<file path="src/rtl/fslc_pkg.sv">
package fslc_pkg;

  // Request codes
  localparam logic [1:0] REQ_READ  = 2'd0;
  localparam logic [1:0] REQ_WRITE = 2'd1;
  localparam logic [1:0] REQ_TICK  = 2'd2;

  // Switch addresses with side effects beyond the latch line
  localparam logic [3:0] OFS_MOTOR_OFF = 4'h8;
  localparam logic [3:0] OFS_MOTOR_ON  = 4'h9;
  localparam logic [3:0] OFS_DRIVE_1   = 4'hA;
  localparam logic [3:0] OFS_DRIVE_2   = 4'hB;

  // Latch line positions
  localparam int LN_PH1   = 1;
  localparam int LN_PH3   = 3;
  localparam int LN_MOTOR = 4;
  localparam int LN_DRIVE = 5;
  localparam int LN_Q6    = 6;
  localparam int LN_Q7    = 7;

  // Q7/Q6 register select
  localparam logic [1:0] QSEL_DATA      = 2'b00;
  localparam logic [1:0] QSEL_STATUS    = 2'b01;
  localparam logic [1:0] QSEL_HANDSHAKE = 2'b10;

  // Enable line codes
  localparam logic [1:0] EN_NONE   = 2'd0;
  localparam logic [1:0] EN_DRIVE1 = 2'd1;
  localparam logic [1:0] EN_DRIVE2 = 2'd2;

  // Read constants
  localparam logic [7:0] RD_FLOAT   = 8'hff;
  localparam logic [7:0] HS_READY   = 8'h80;
  localparam logic [7:0] HS_BUSY    = 8'hc0;
  localparam logic [4:0] MODE_RESET = 5'h1f;
  localparam logic [2:0] HS_LAST    = 3'd3;
  localparam int         MODE_IMMED = 2;

  localparam int         CFG_WIDTH       = 16;
  localparam logic [15:0] DELAY_RESET    = 16'd1000;
  localparam int         DELAY_WIDTH_DEF = 16;

  typedef struct packed {
    logic [7:0] latch;
    logic [4:0] mode;
    logic [2:0] hs_phase;
    logic       off_pending;
  } ctl_state_t;

  typedef struct packed {
    logic [7:0] read_byte;
    logic       phase_valid;
    logic [3:0] phase_lines;
    logic       enable_valid;
    logic [1:0] drive_enable;
    logic       drive_read_strobe;
    logic       drive_write_valid;
    logic [7:0] drive_write_byte;
  } result_t;

endpackage

</file>
<file path="src/rtl/fslc_step.sv">
module fslc_step import fslc_pkg::*; #(
  parameter int DELAY_WIDTH = DELAY_WIDTH_DEF
) (
  input  logic [1:0]             req_type,
  input  logic [3:0]             offset,
  input  logic [7:0]             write_byte,
  input  logic                   drive_sense,
  input  logic [7:0]             drive_byte,
  input  ctl_state_t             st,
  input  logic [DELAY_WIDTH-1:0] countdown,
  input  logic [DELAY_WIDTH-1:0] delay_load,
  output ctl_state_t             st_next,
  output logic [DELAY_WIDTH-1:0] countdown_next,
  output result_t                res
);

  logic [7:0] latch;
  logic       en2;
  logic [2:0] hs_v;

  always_comb begin
    st_next        = st;
    countdown_next = countdown;
    res            = '0;
    latch          = st.latch;
    en2            = 1'b0;
    hs_v           = '0;

    case (req_type) inside
      REQ_TICK: begin
        // delayed motor-off countdown
        if (st.off_pending) begin
          if (countdown <= DELAY_WIDTH'(1)) begin
            st_next.off_pending = 1'b0;
            countdown_next      = '0;
            latch[LN_MOTOR]     = 1'b0;
            res.enable_valid    = 1'b1;
            res.drive_enable    = EN_NONE;
          end else begin
            countdown_next = countdown - DELAY_WIDTH'(1);
          end
        end
      end
      REQ_READ, REQ_WRITE: begin
        // every access sets or clears one latch line
        latch[offset[3:1]] = offset[0];
        res.phase_valid    = ~offset[3];

        unique case (offset)
          OFS_MOTOR_OFF: begin
            if (st.mode[MODE_IMMED]) begin
              st_next.off_pending = 1'b0;
              countdown_next      = '0;
              latch[LN_MOTOR]     = 1'b0;
              res.enable_valid    = 1'b1;
              res.drive_enable    = EN_NONE;
            end else begin
              st_next.off_pending = 1'b1;
              countdown_next      = delay_load;
            end
          end
          OFS_MOTOR_ON: begin
            st_next.off_pending = 1'b0;
            countdown_next      = '0;
            latch[LN_MOTOR]     = 1'b1;
            res.enable_valid    = 1'b1;
            res.drive_enable    = latch[LN_DRIVE] ? EN_DRIVE2 : EN_DRIVE1;
          end
          OFS_DRIVE_1: begin
            if (latch[LN_MOTOR]) begin
              res.enable_valid = 1'b1;
              res.drive_enable = EN_DRIVE1;
            end
          end
          OFS_DRIVE_2: begin
            if (latch[LN_MOTOR]) begin
              res.enable_valid = 1'b1;
              res.drive_enable = EN_DRIVE2;
            end
          end
          default: ;
        endcase

        en2 = latch[LN_PH1] & latch[LN_PH3];

        // even-address reads: data, status or handshake register, or zero with Q7 and Q6 both set
        if (req_type == REQ_READ && !offset[0]) begin
          case ({latch[LN_Q7], latch[LN_Q6]})
            QSEL_DATA: begin
              if (en2 || !latch[LN_MOTOR]) begin
                res.read_byte = RD_FLOAT;
              end else begin
                res.read_byte         = drive_byte;
                res.drive_read_strobe = 1'b1;
              end
            end
            QSEL_STATUS: begin
              res.read_byte = {(en2 | drive_sense), 1'b0, latch[LN_MOTOR], st.mode};
            end
            QSEL_HANDSHAKE: begin
              if (en2) begin
                hs_v             = (st.hs_phase > HS_LAST) ? 3'd0 : st.hs_phase + 3'd1;
                st_next.hs_phase = hs_v;
                res.read_byte    = (hs_v != 3'd0) ? HS_BUSY : HS_READY;
              end else begin
                res.read_byte = HS_READY;
              end
            end
            default: res.read_byte = '0;
          endcase
        end

        // odd-address writes with Q6 and Q7 set: mode load or drive byte
        if (req_type == REQ_WRITE && offset[0] && latch[LN_Q7] && latch[LN_Q6]) begin
          if (!latch[LN_MOTOR]) begin
            st_next.mode = write_byte[4:0];
          end else if (!en2) begin
            res.drive_write_valid = 1'b1;
            res.drive_write_byte  = write_byte;
          end
        end
      end
      default: ;
    endcase

    st_next.latch   = latch;
    res.phase_lines = latch[3:0];
  end

endmodule

</file>
<file path="src/rtl/floppy_switch_latch_controller.sv">
// A transfer accepted into the input register passes through the step logic into
// the result register, which drives the outputs; it waits in the input register
// while the result channel stalls. Throughput: one item per cycle unless the
// result channel stalls; the step logic between the two registers is combinational.
// Reset (rst, synchronous): latch lines 0, mode 0x1f, handshake phase 0, no
// pending motor-off, delay register 1000 ticks; both pipeline stages empty.
module floppy_switch_latch_controller import fslc_pkg::*; #(
  parameter int DELAY_WIDTH = DELAY_WIDTH_DEF
) (
  input  logic                 clk,
  input  logic                 rst,
  // input channel
  input  logic                 in_valid,
  output logic                 in_stall,
  input  logic [1:0]           req_type,
  input  logic [3:0]           offset,
  input  logic [7:0]           write_byte,
  input  logic                 drive_sense,
  input  logic [7:0]           drive_byte,
  // result channel
  output logic                 out_valid,
  input  logic                 out_stall,
  output logic [7:0]           read_byte,
  output logic                 phase_valid,
  output logic [3:0]           phase_lines,
  output logic                 enable_valid,
  output logic [1:0]           drive_enable,
  output logic                 drive_read_strobe,
  output logic                 drive_write_valid,
  output logic [7:0]           drive_write_byte,
  // configuration write
  input  logic                 cfg_valid,
  output logic                 cfg_ready,
  input  logic [CFG_WIDTH-1:0] cfg_data
);

  logic [CFG_WIDTH-1:0]   delay_ticks;
  logic [31:0]            delay_ext;
  logic [DELAY_WIDTH-1:0] delay_load;

  ctl_state_t             st, st_next;
  logic [DELAY_WIDTH-1:0] countdown, countdown_next;

  logic       s1_valid;
  logic [1:0] s1_req;
  logic [3:0] s1_offset;
  logic [7:0] s1_wbyte;
  logic       s1_sense;
  logic [7:0] s1_dbyte;

  result_t res, out_res;
  logic    out_free, advance;

  // configuration register
  assign cfg_ready = 1'b1;

  always_ff @(posedge clk) begin
    if (rst) begin
      delay_ticks <= DELAY_RESET;
    end else if (cfg_valid && cfg_ready) begin
      delay_ticks <= cfg_data;
    end
  end

  assign delay_ext  = {{(32 - CFG_WIDTH){1'b0}}, delay_ticks};
  assign delay_load = delay_ext[DELAY_WIDTH-1:0];

  // pipeline flow
  assign out_free = !out_valid || !out_stall;
  assign advance  = s1_valid && out_free;
  assign in_stall = s1_valid && !out_free;

  // input register
  always_ff @(posedge clk) begin
    if (rst) begin
      s1_valid <= 1'b0;
    end else if (!in_stall) begin
      s1_valid <= in_valid;
    end
  end

  always_ff @(posedge clk) begin
    if (in_valid && !in_stall) begin
      s1_req    <= req_type;
      s1_offset <= offset;
      s1_wbyte  <= write_byte;
      s1_sense  <= drive_sense;
      s1_dbyte  <= drive_byte;
    end
  end

  fslc_step #(
    .DELAY_WIDTH (DELAY_WIDTH)
  ) u_step (
    .req_type       (s1_req),
    .offset         (s1_offset),
    .write_byte     (s1_wbyte),
    .drive_sense    (s1_sense),
    .drive_byte     (s1_dbyte),
    .st             (st),
    .countdown      (countdown),
    .delay_load     (delay_load),
    .st_next        (st_next),
    .countdown_next (countdown_next),
    .res            (res)
  );

  // controller state, updated as an item moves to the result register
  always_ff @(posedge clk) begin
    if (rst) begin
      st.latch       <= '0;
      st.mode        <= MODE_RESET;
      st.hs_phase    <= '0;
      st.off_pending <= 1'b0;
      countdown      <= '0;
    end else if (advance) begin
      st        <= st_next;
      countdown <= countdown_next;
    end
  end

  // result register
  always_ff @(posedge clk) begin
    if (rst) begin
      out_valid <= 1'b0;
    end else if (out_free) begin
      out_valid <= s1_valid;
    end
  end

  always_ff @(posedge clk) begin
    if (advance) begin
      out_res <= res;
    end
  end

  assign read_byte         = out_res.read_byte;
  assign phase_valid       = out_res.phase_valid;
  assign phase_lines       = out_res.phase_lines;
  assign enable_valid      = out_res.enable_valid;
  assign drive_enable      = out_res.drive_enable;
  assign drive_read_strobe = out_res.drive_read_strobe;
  assign drive_write_valid = out_res.drive_write_valid;
  assign drive_write_byte  = out_res.drive_write_byte;

  // checks
  a_idle_countdown: assert property (@(posedge clk) disable iff (rst)
    !st.off_pending |-> countdown == '0)
    else $error("countdown running with no pending motor-off");

  a_hold_full: assert property (@(posedge clk) disable iff (rst)
    (s1_valid && out_valid && out_stall) |-> in_stall)
    else $error("input taken while both stages are blocked");

  a_one_side: assert property (@(posedge clk) disable iff (rst)
    (out_valid && drive_write_valid) |-> (!drive_read_strobe && read_byte == '0))
    else $error("drive write and read data in one result");

  a_state_hold: assert property (@(posedge clk) disable iff (rst)
    (!$past(advance) && !$past(rst)) |-> ($stable(st) && $stable(countdown)))
    else $error("controller state changed without an item");

endmodule
</file>
<file path="config.mk">
export PLATFORM = sky130hd
export DESIGN_NAME = floppy_switch_latch_controller
export DESIGN_NICKNAME = d
export VERILOG_FILES = /design/src/rtl/fslc_pkg.sv /design/src/rtl/fslc_step.sv /design/src/rtl/floppy_switch_latch_controller.sv
export SDC_FILE = /design/constraint.sdc
export NUM_CORES = 1
export LEC_CHECK = 0
export BUFFER_PORTS_ARGS = -buffer_cell sky130_fd_sc_hd__clkbuf_2
export CAP_MARGIN = 30
export CORE_MARGIN = 3
export CORE_UTILIZATION = 50
export DETAILED_ROUTE_END_ITERATION = 16
export GPL_TIMING_DRIVEN = 0
export PLACE_DENSITY = 0.75
export SETUP_SLACK_MARGIN = 0.15
export SYNTH_ARGS = -nofsm -noshare
export SYNTH_HDL_FRONTEND = slang
export SYNTH_SLANG_ARGS = --single-unit
</file>
<file path="constraint.sdc">
create_clock -name clk -period 7.7 [get_ports clk]
set_input_delay 1.54 -clock clk [delete_from_list [all_inputs] [get_ports clk]]
set_output_delay 1.54 -clock clk [all_outputs]
set_load 0.005 [all_outputs]
</file>
; Word level (Yosys, flattened, before mapping)
; Cells that the tools add are included.
[totals]
register_bits = 100
word_cells = 122
[op_classes]
n_mux = 41
n_reduce_logical = 33
n_lt_le_gt_ge = 4
n_addsub = 2
n_bitwise = 9
n_eq_ne = 10
[op_table]
columns = op, n
row1 = 16-bit two-way mux, 5
row2 = 16-bit case mux with 2 select lines, 1
row3 = 3-bit two-way mux, 8
row4 = 8-bit case mux with 3 select lines, 1
row5 = 4-bit equality test (second input constant), 4
row6 = 16-bit by 1-bit less-or-equal comparator with 1-bit output (second input constant), 1
row7 = 8-bit two-way mux, 2
row8 = 16-bit by 1-bit subtractor with 16-bit output (second input constant), 1
row9 = 1-bit two-way mux, 14
row10 = 3-bit case mux with 4 select lines, 1
row11 = 9-bit two-way mux, 1
row12 = 8-bit bitwise mux, 1
row13 = 1-bit logical AND, 8
row14 = 4-bit two-way mux, 2
row15 = 4-bit AND reduction, 2
row16 = 4-bit OR reduction, 2
row17 = 7-bit two-way mux, 1
row18 = 1-bit NOT, 7
row19 = 1-bit logical NOT, 6
row20 = 3-bit AND reduction, 2
row21 = 6-bit AND reduction, 1
row22 = 3-bit nonzero test, 2
row23 = 5-bit AND reduction, 1
row24 = 5-bit OR reduction, 1
row25 = 17 further kinds, 24

; Depth between registers and ports, before layout
; Gate-level depths: netlist of run 1.
[logic_depth]
ltp_word = 13
depth_mapped = 8
mapped_depth_nobuf = 7

; Hierarchy
; Synthesis of run 1 repeated with hierarchy kept, for this count alone.
[unflattened]
cells_unflattened = 471
area_unflattened_um2 = 5118.7
[by_module_without_submodules]
columns = mod, cells_each, instances, area_per_inst_um2
row1 = floppy_switch_latch_controller, 256, 1, 3624.7
row2 = fslc_step, 215, 1, 1493.9

; Worst setup path before layout of run 1
; No wires, ideal clock.
[synth_timing]
path_kind = input to register
from = input out_stall
to = register countdown[7]
slack_ns = 4.233
path_buffers = 1
cell_stages = 6
arrival_time_ns = 3.375
cell_sequence = a21bo_2 clkinv_1 o21ai_1 buf_2 a21oi_1 o32ai_1
[synth_between]
elab_chain_cells = 4
[synth_rtl]
columns = element, line
row1 = from (decl), floppy_switch_latch_controller.sv:22  ; input logic out_stall,
row2 = 1-bit logical NOT, floppy_switch_latch_controller.sv:69  ; assign out_free = !out_valid || !out_stall;
row3 = 1-bit logical OR, floppy_switch_latch_controller.sv:69
row4 = 1-bit logical AND, floppy_switch_latch_controller.sv:70  ; assign advance = s1_valid && out_free;
row5 = named net advance, floppy_switch_latch_controller.sv:52  ; logic out_free, advance;
row6 = 4-bit AND reduction (no line), -
row7 = to (signal assigned), floppy_switch_latch_controller.sv:118  ; countdown <= countdown_next;
row8 = to (decl), floppy_switch_latch_controller.sv:42  ; logic [DELAY_WIDTH-1:0] countdown, countdown_next;
; The timed path passes the listed nets, and every way through them passes these cells.
; A chain may end at the register's enable or synchronous reset.

; Final worst setup path of run 1
[layout_timing]
from = input out_stall
to = output in_stall
[layout_between]
elab_chain_cells = 4
[layout_rtl]
columns = element, line
row1 = 1-bit logical NOT, floppy_switch_latch_controller.sv:69
row2 = 1-bit logical OR, floppy_switch_latch_controller.sv:69
row3 = 1-bit logical NOT, floppy_switch_latch_controller.sv:71  ; assign in_stall = s1_valid && !out_free;
row4 = 1-bit logical AND, floppy_switch_latch_controller.sv:71
row5 = to (decl), floppy_switch_latch_controller.sv:14  ; output logic in_stall,
; Every way passes these cells.

==> results of run 1 <==
kinds of logic after synthesis:
| logic type | after synthesis | share of synthesized area (%) |
|---|---|---|
| other | 1 | 0.0837 |
| flip-flops | 100 | 55.6 |
| adder cells (fa/ha/maj) | 4 | 1.12 |
| AO/OA/AOI/OAI | 82 | 12.5 |
| buffers and inverters | 48 | 5.42 |
| multiplexers | 30 | 6.92 |
| AND/OR/NAND/NOR | 152 | 17.9 |
| XOR/XNOR | 2 | 0.391 |
per-stage QoR:
stage	cells	hold WS (ps)	setup slack (ps)
floorplan	419	434	4230
global placement	594	438	3360
detailed placement	596	459	4060
CTS	612	473	4160
global route	612	499	4140
finish	612	479	4170
final cells by class:
type                       instances  area, µm²
multi-input combinational        271       1750
clock inverter                     7       70.1
clock buffer                       9        124
inverter                          25       93.8
buffer                            23        149
timing repair buffer              72        393
tap                              105        131
fill                             685       3260
sequential                       100       2490
flip-flops by register name, indices dropped and copies added (netlist names), 2 cells and up:
| name | flops |
|---|---|
| s1_wbyte | 8 |
| st | 17 |
| s1_req | 2 |
| phase_lines | 4 |
| read_byte | 8 |
| s1_dbyte | 8 |
| drive_enable | 2 |
| s1_offset | 4 |
| delay_load | 16 |
| drive_write_byte | 8 |
| countdown | 16 |
cells in the mapped netlist (2+ instances only):
cell	instances	area, µm²
a31oi_1	3	18.8
mux2i_1	22	220
mux2_2	6	67.6
nand2_1	27	101
a21boi_0	2	15.0
nand4_1	2	12.5
o21ai_1	5	25.0
buf_6	5	56.3
or4_1	2	15.0
ha_1	4	50.1
edfxtp_1	49	1470
inv_1	24	90.1
or3b_1	2	17.5
clkbuf_1	9	33.8
nor2b_1	3	18.8
a211oi_1	5	37.5
dfxtp_1	51	1020
and2_1	8	50.1
a22oi_1	5	37.5
xor2_1	2	17.5
and3_1	6	37.5
nor2_1	46	173
a21oi_1	27	135
o21ai_0	4	20.0
nor4_2	2	25.0
nand3_1	6	30.0
o32ai_1	11	96.3
a32oi_1	6	52.6
mux2_1	2	22.5
o21a_1	2	15.0
buf_2	6	30.0
a221oi_1	3	26.3
nor3_1	26	130
nor4_1	3	18.8
power groups by stage:
| stage | clock [mW] | sequential [mW] | combinational (mW) |
|---|---|---|---|
| after global placement | 0 | 0.601 | 0.0739 |
| after global routing | 0.352 | 0.591 | 0.0883 |
| final | 0.327 | 0.589 | 0.0791 |
| after detailed placement | 0 | 0.601 | 0.0790 |
| after floorplan | 0 | 0.598 | 0.0447 |
| after CTS | 0.330 | 0.589 | 0.0794 |
critical path, delay by kind of cell:
kind / cells / cell delay [ps]
buffers and inverters: 2 / 230
AND/OR/NAND/NOR: 1 / 220
worst paths after layout:
path / cells past startpoint / slack (ps) / to
setup reg to reg: 7 / 5310 / countdown[7]
hold reg to reg: 2 / 480 / st[9]
setup / recovery: 3 / 4170 / in_stall
hold / removal: 2 / 480 / st[9]
per-layer routing:
layer / up-vias / wire length, µm / global-route usage [%]
met5: - / 0 / 0
met4: 0 / 90 / 6.32
met3: 9 / 681 / 3.32
met2: 131 / 4630 / 30.4
met1: 1689 / 4630 / 30.4
li1: 1694 / - / -
==> results.sh, run 1 <==
export IMPL_hold_start="st[9]"
export IMPL_start_kind="input pin"
export IMPL_crit_chain="clkbuf_2 -> and3_1 -> clkbuf_2"
export IMPL_synth_ff_type="dfxtp_1"
export IMPL_async_flop_share_pct=0
export IMPL_ir_drop_v=0.000103
export IMPL_postRouteWirelength_um=10000
export IMPL_switching_power_mw=0.256
export IMPL_synthCells=419
export IMPL_maxSlewViolCount=0
export IMPL_gp_congestion=0.908
export IMPL_drt_pass1_iter_count=5
export IMPL_clockBufferDepth=2
export IMPL_remaining_drc_errors=0
export IMPL_row_count=33
export IMPL_synth_distinct_cells=67
export IMPL_maxSlewHeadroom_pct=45.0
export IMPL_p_leak_nw=2.12
export IMPL_cp_end_kind="primary output"
export IMPL_clock_latency_ps=360
export IMPL_worstSetupStartpoint="out_stall"
export IMPL_final_min_clock_period_ps=3530
export IMPL_cts_tree="built"
export IMPL_hpwl_um=7260
export IMPL_io_pins=73
export IMPL_ant_nets=0
export IMPL_rsz0062_at_grt="false"
export IMPL_cts_setup_buffers=0
export IMPL_htree_levels=3
export IMPL_drt_initial_drc_count=322
export IMPL_fp_dieW_um=101
export IMPL_cts_sinks=100
export IMPL_power_density_nw_per_um2=191
export IMPL_critPathMaxFanout=3
export IMPL_p_sw_share_pct=25.7
export IMPL_required_ps=6160
export IMPL_placed_cell_area_um2=5010
export IMPL_max_stage_delay_ps=220
export IMPL_nets=550
export IMPL_cts_root_buf="clkbuf_8"
export IMPL_die_area_um2=10100
export IMPL_power_frac_clock_pct=32.9
export IMPL_status="finished, final reports clean"
export IMPL_cap_violations=0
export IMPL_area_growth_pct=16.1
export IMPL_ys_seq_area_share_pct=55.6
export IMPL_finalHoldViolations=0
export IMPL_die_y_um=101
export IMPL_hold_path_class="flop to flop"
export IMPL_vias_per_cell=5.76
export IMPL_first_global_vias=3338
export IMPL_criticalPathCategory="input pin to primary output"
export IMPL_syn_area_per_cell_um2=10.7
export IMPL_final_cell_mix="clkbuf_2 (70), dfxtp_1 (51), edfxtp_1 (49)"
export IMPL_antenna_found_initial=0
export IMPL_portBuffers=70
export IMPL_pwr_share_seq_pct=59.2
export IMPL_r2r_start="out_valid"
export IMPL_ys_warn_count=0
export IMPL_final_common_cell="clkbuf_2"
export IMPL_grt_overflow=0
export IMPL_grt_max_degree=28
export IMPL_internal_power_mw=0.739
export IMPL_post_drt_wl_per_cell_um=16.4
export IMPL_ys_ff_latch=100
export IMPL_diodes=0
export IMPL_core_area_um2=8460
export IMPL_grt_total_usage_pct=20.4
export IMPL_post_route_util_pct=61.5
export IMPL_cts_resized=0
export IMPL_syn_num_nets=467
export IMPL_critPathMostFrequentCell="clkbuf_2"
export IMPL_layout_drive_gt1_share_pct=23.7
export IMPL_grt_first_pass_wirelength_um=16400
export IMPL_finClkSkew_ps=9.50
export IMPL_vias=3523
export IMPL_start_util_pct=52.9
export IMPL_final_setup_viol_count=0
export IMPL_fin_tns_setup_ps=0
export IMPL_synth_area_um2=4480
export IMPL_max_freq_mhz=283
export IMPL_cts_made_buffers=9
export IMPL_post_route_period_util_pct=45.9
export IMPL_crit_slowest_cell="and3_1"
export IMPL_final_area_um2=5200
export IMPL_combPwrFrac_pct=7.9
export IMPL_tightestPinTransition_ps=818
export IMPL_finalPower_mw=0.995
export IMPL_cp_arrival_ps=1990
export IMPL_clk_pin_slew_ps=100
export IMPL_synth_edf_count=49
export IMPL_ctsHoldBuffers=0
Note: power is estimated with default switching activity, not from simulation.
==> run 2, diff against run 1 <==
- ABC_AREA: not set -> 1
- PLACE_DENSITY: 0.75 -> 0.77
- clock period: 7.7 -> 2.9 ns (I/O delays scaled with it)
==> results.sh, run 2 <==
export IMPL_synth_distinct_cells=37
export IMPL_cts_resized=0
export IMPL_final_cell_mix="nand2_1 (110), nor2_1 (85), clkbuf_2 (71)"
export IMPL_cp_end_kind="flop"
export IMPL_layout_drive_gt1_share_pct=19.6
export IMPL_vias_per_cell=5.18
export IMPL_finalPower_mw=2.85
export IMPL_regMostFlops="st"
export IMPL_p_leak_nw=2.57
export IMPL_drt_pass1_iter_count=6
export IMPL_cts_root_buf="clkbuf_8"
export IMPL_cts_setup_buffers=0
export IMPL_portBuffers=71
export IMPL_largest_reg_flops=17
export IMPL_status="finished, final reports clean"
export IMPL_synth_xor_area_share_pct=0.746
export IMPL_internal_power_mw=2.03
export IMPL_htree_levels=3
export IMPL_synthSimpleGateAreaFrac_pct=26.1
export IMPL_grt_max_degree=24
export IMPL_power_frac_clock_pct=30.8
export IMPL_start_kind="flop"
export IMPL_finClkSkew_ps=21.0
export IMPL_die_area_um2=10600
export IMPL_cts_sinks=100
export IMPL_cts_tree="built"
export IMPL_reg2reg_depth=8
export IMPL_io_pins=73
export IMPL_ctsHoldBuffers=0
export IMPL_grt_first_pass_wirelength_um=16900
export IMPL_worst_hold_slack_ps=362
export IMPL_drt_initial_drc_count=253
export IMPL_ant_nets=0
export IMPL_p_sw_share_pct=28.8
export IMPL_cts_made_buffers=9
export IMPL_power_density_nw_per_um2=527
export IMPL_criticalPathCategory="flop to flop"
export IMPL_final_common_cell="nand2_1"
export IMPL_syn_area_per_cell_um2=8.30
export IMPL_finalHoldViolations=0
export IMPL_synth_edf_count=49
export IMPL_clk_pin_slew_ps=110
export IMPL_remaining_drc_errors=0
export IMPL_synth_area_leaders="edfxtp_1 (31%), dfxtp_1 (22%), nand2_1 (8.8%)"
export IMPL_maxSlewViolCount=0
export IMPL_post_drt_wl_per_cell_um=13.5
export IMPL_gp_congestion=0.936
export IMPL_synth_compound_gate_area_share_pct=10.6
export IMPL_post_route_period_util_pct=72.8
export IMPL_switching_power_mw=0.820
export IMPL_max_freq_mhz=474
export IMPL_yosys_area_share_adder_pct=1.07
export IMPL_synthCells=566
export IMPL_synth_most_common_cell="nand2_1"
export IMPL_fp_dieW_um=103
export IMPL_hold_path_class="input pin to flop"
export IMPL_fin_tns_setup_ps=0
export IMPL_antenna_found_initial=0
export IMPL_hold_depth=1
export IMPL_start_util_pct=52.6
export IMPL_clock_latency_ps=380
export IMPL_row_count=34
export IMPL_grt_overflow=0
export IMPL_final_min_clock_period_ps=2110
export IMPL_ys_seq_area_share_pct=53.1
export IMPL_vias=3944
export IMPL_maxSlewHeadroom_pct=40.9
export IMPL_core_area_um2=8930
export IMPL_tightestPinTransition_ps=886
export IMPL_synth_ff_type="dfxtp_1"
export IMPL_synth_mux_area_share_pct=0.426
export IMPL_nets=697
export IMPL_pwr_share_seq_pct=55.7
export IMPL_hpwl_um=7740
export IMPL_synth_area_um2=4700
export IMPL_synth_commonest_cells="nand2_1 (110), nor2_1 (85), inv_1 (68), dfxtp_1 (51), a21oi_1 (50)"
export IMPL_ys_ff_latch=100
export IMPL_diodes=0
export IMPL_cap_violations=0
export IMPL_synth_top_area_cell="edfxtp_1"
export IMPL_critPathMaxFanout=15
export IMPL_clockBufferDepth=2
export IMPL_first_global_vias=3644
export IMPL_cp_arrival_ps=2380
export IMPL_ir_drop_v=0.000303
export IMPL_area_growth_pct=15.1
export IMPL_synth_top_family_by_area="simple AND/OR/NAND/NOR gates"
export IMPL_rsz0062_at_grt="false"
export IMPL_syn_num_nets=614
export IMPL_die_y_um=103
export IMPL_grt_total_usage_pct=20.4
export IMPL_ys_warn_count=0
export IMPL_synth_top_cell_area_share_pct=31.3
export IMPL_combPwrFrac_pct=13.5
export IMPL_postRouteWirelength_um=10300
export IMPL_final_setup_viol_count=0
export IMPL_required_ps=3170
export IMPL_async_flop_share_pct=0
==> run 2: cell types whose count changed after synthesis, moves of 11 or more <==
cell,before,now
nor3_1,26,3
nand2_1,27,110
nand3_1,6,38
nor2_1,46,85
o32ai_1,11,0
inv_1,24,68
o21ai_0,4,32
mux2i_1,22,2
a21oi_1,27,50
==> run 2: power by group through the flow <==
stage	registers (mW)	logic (mW)	clock network (mW)
after global routing	1.60	0.442	0.947
final	1.59	0.385	0.876
after floorplan	1.61	0.264	0
after detailed placement	1.62	0.384	0
after global placement	1.62	0.367	0
after CTS	1.59	0.386	0.892
==> run 2: final timing paths <==
path                          to            from  slack [ps]
setup / recovery           st[1]       out_valid         790
setup reg to reg           st[1]       out_valid         790
hold / removal      s1_offset[1]       offset[1]         360
hold reg to reg   delay_load[10]  delay_load[10]         470
==> run 2: through the flow <==
| step | std cells | utilization [%] | setup WS, ps | instance area (µm²) |
|---|---|---|---|---|
| after floorplan | 566 | - | 672 | 4700 |
| after global placement | 745 | 58.1 | 106 | 5190 |
| after detailed placement | 746 | 58.4 | 470 | 5220 |
| after CTS | 762 | 60.5 | 816 | 5400 |
| after global routing | 762 | 60.5 | 505 | 5400 |
| final | 762 | 60.5 | 789 | 5400 |
==> run 2: metal layers <==
metal / global-route usage, % / vias to the layer above / routed length [µm] / part of all wire (%)
li1: - / 2014 / - / -
met1: 27.8 / 1798 / 4800 / 47
met2: 32.9 / 118 / 4740 / 46
met3: 4.53 / 14 / 610 / 5.9
met4: 6.08 / 0 / 139 / 1.4
met5: 0 / - / 0 / 0
==> run 2: cell families (layout without fill, tap and decap cells) <==
logic type	after synthesis	count (layout)
AO/OA/AOI/OAI	93	93
XOR/XNOR	4	4
adder cells (fa/ha/maj)	4	4
buffers and inverters	90	178
flip-flops	100	100
multiplexers	2	2
other	1	1
AND/OR/NAND/NOR	272	272
==> run 2: layout make-up <==
cell class	instances	area [µm²]
Buffer	16	92.6
Clock buffer	9	124
Clock inverter	7	65.1
Fill cell	807	3530
Inverter	74	278
Multi-Input combinational cell	376	1830
Sequential cell	100	2490
Tap cell	108	135
Timing Repair Buffer	72	383
==> run 2: worst max-delay path: stages (launching register included) <==
cell,delay (ps)
dfxtp_1,330
nand2_1,100
nand2_1,150
inv_1,560
nand2_1,230
nor3_1,190
nand3_1,230
nor2_1,150
nor2_1,60
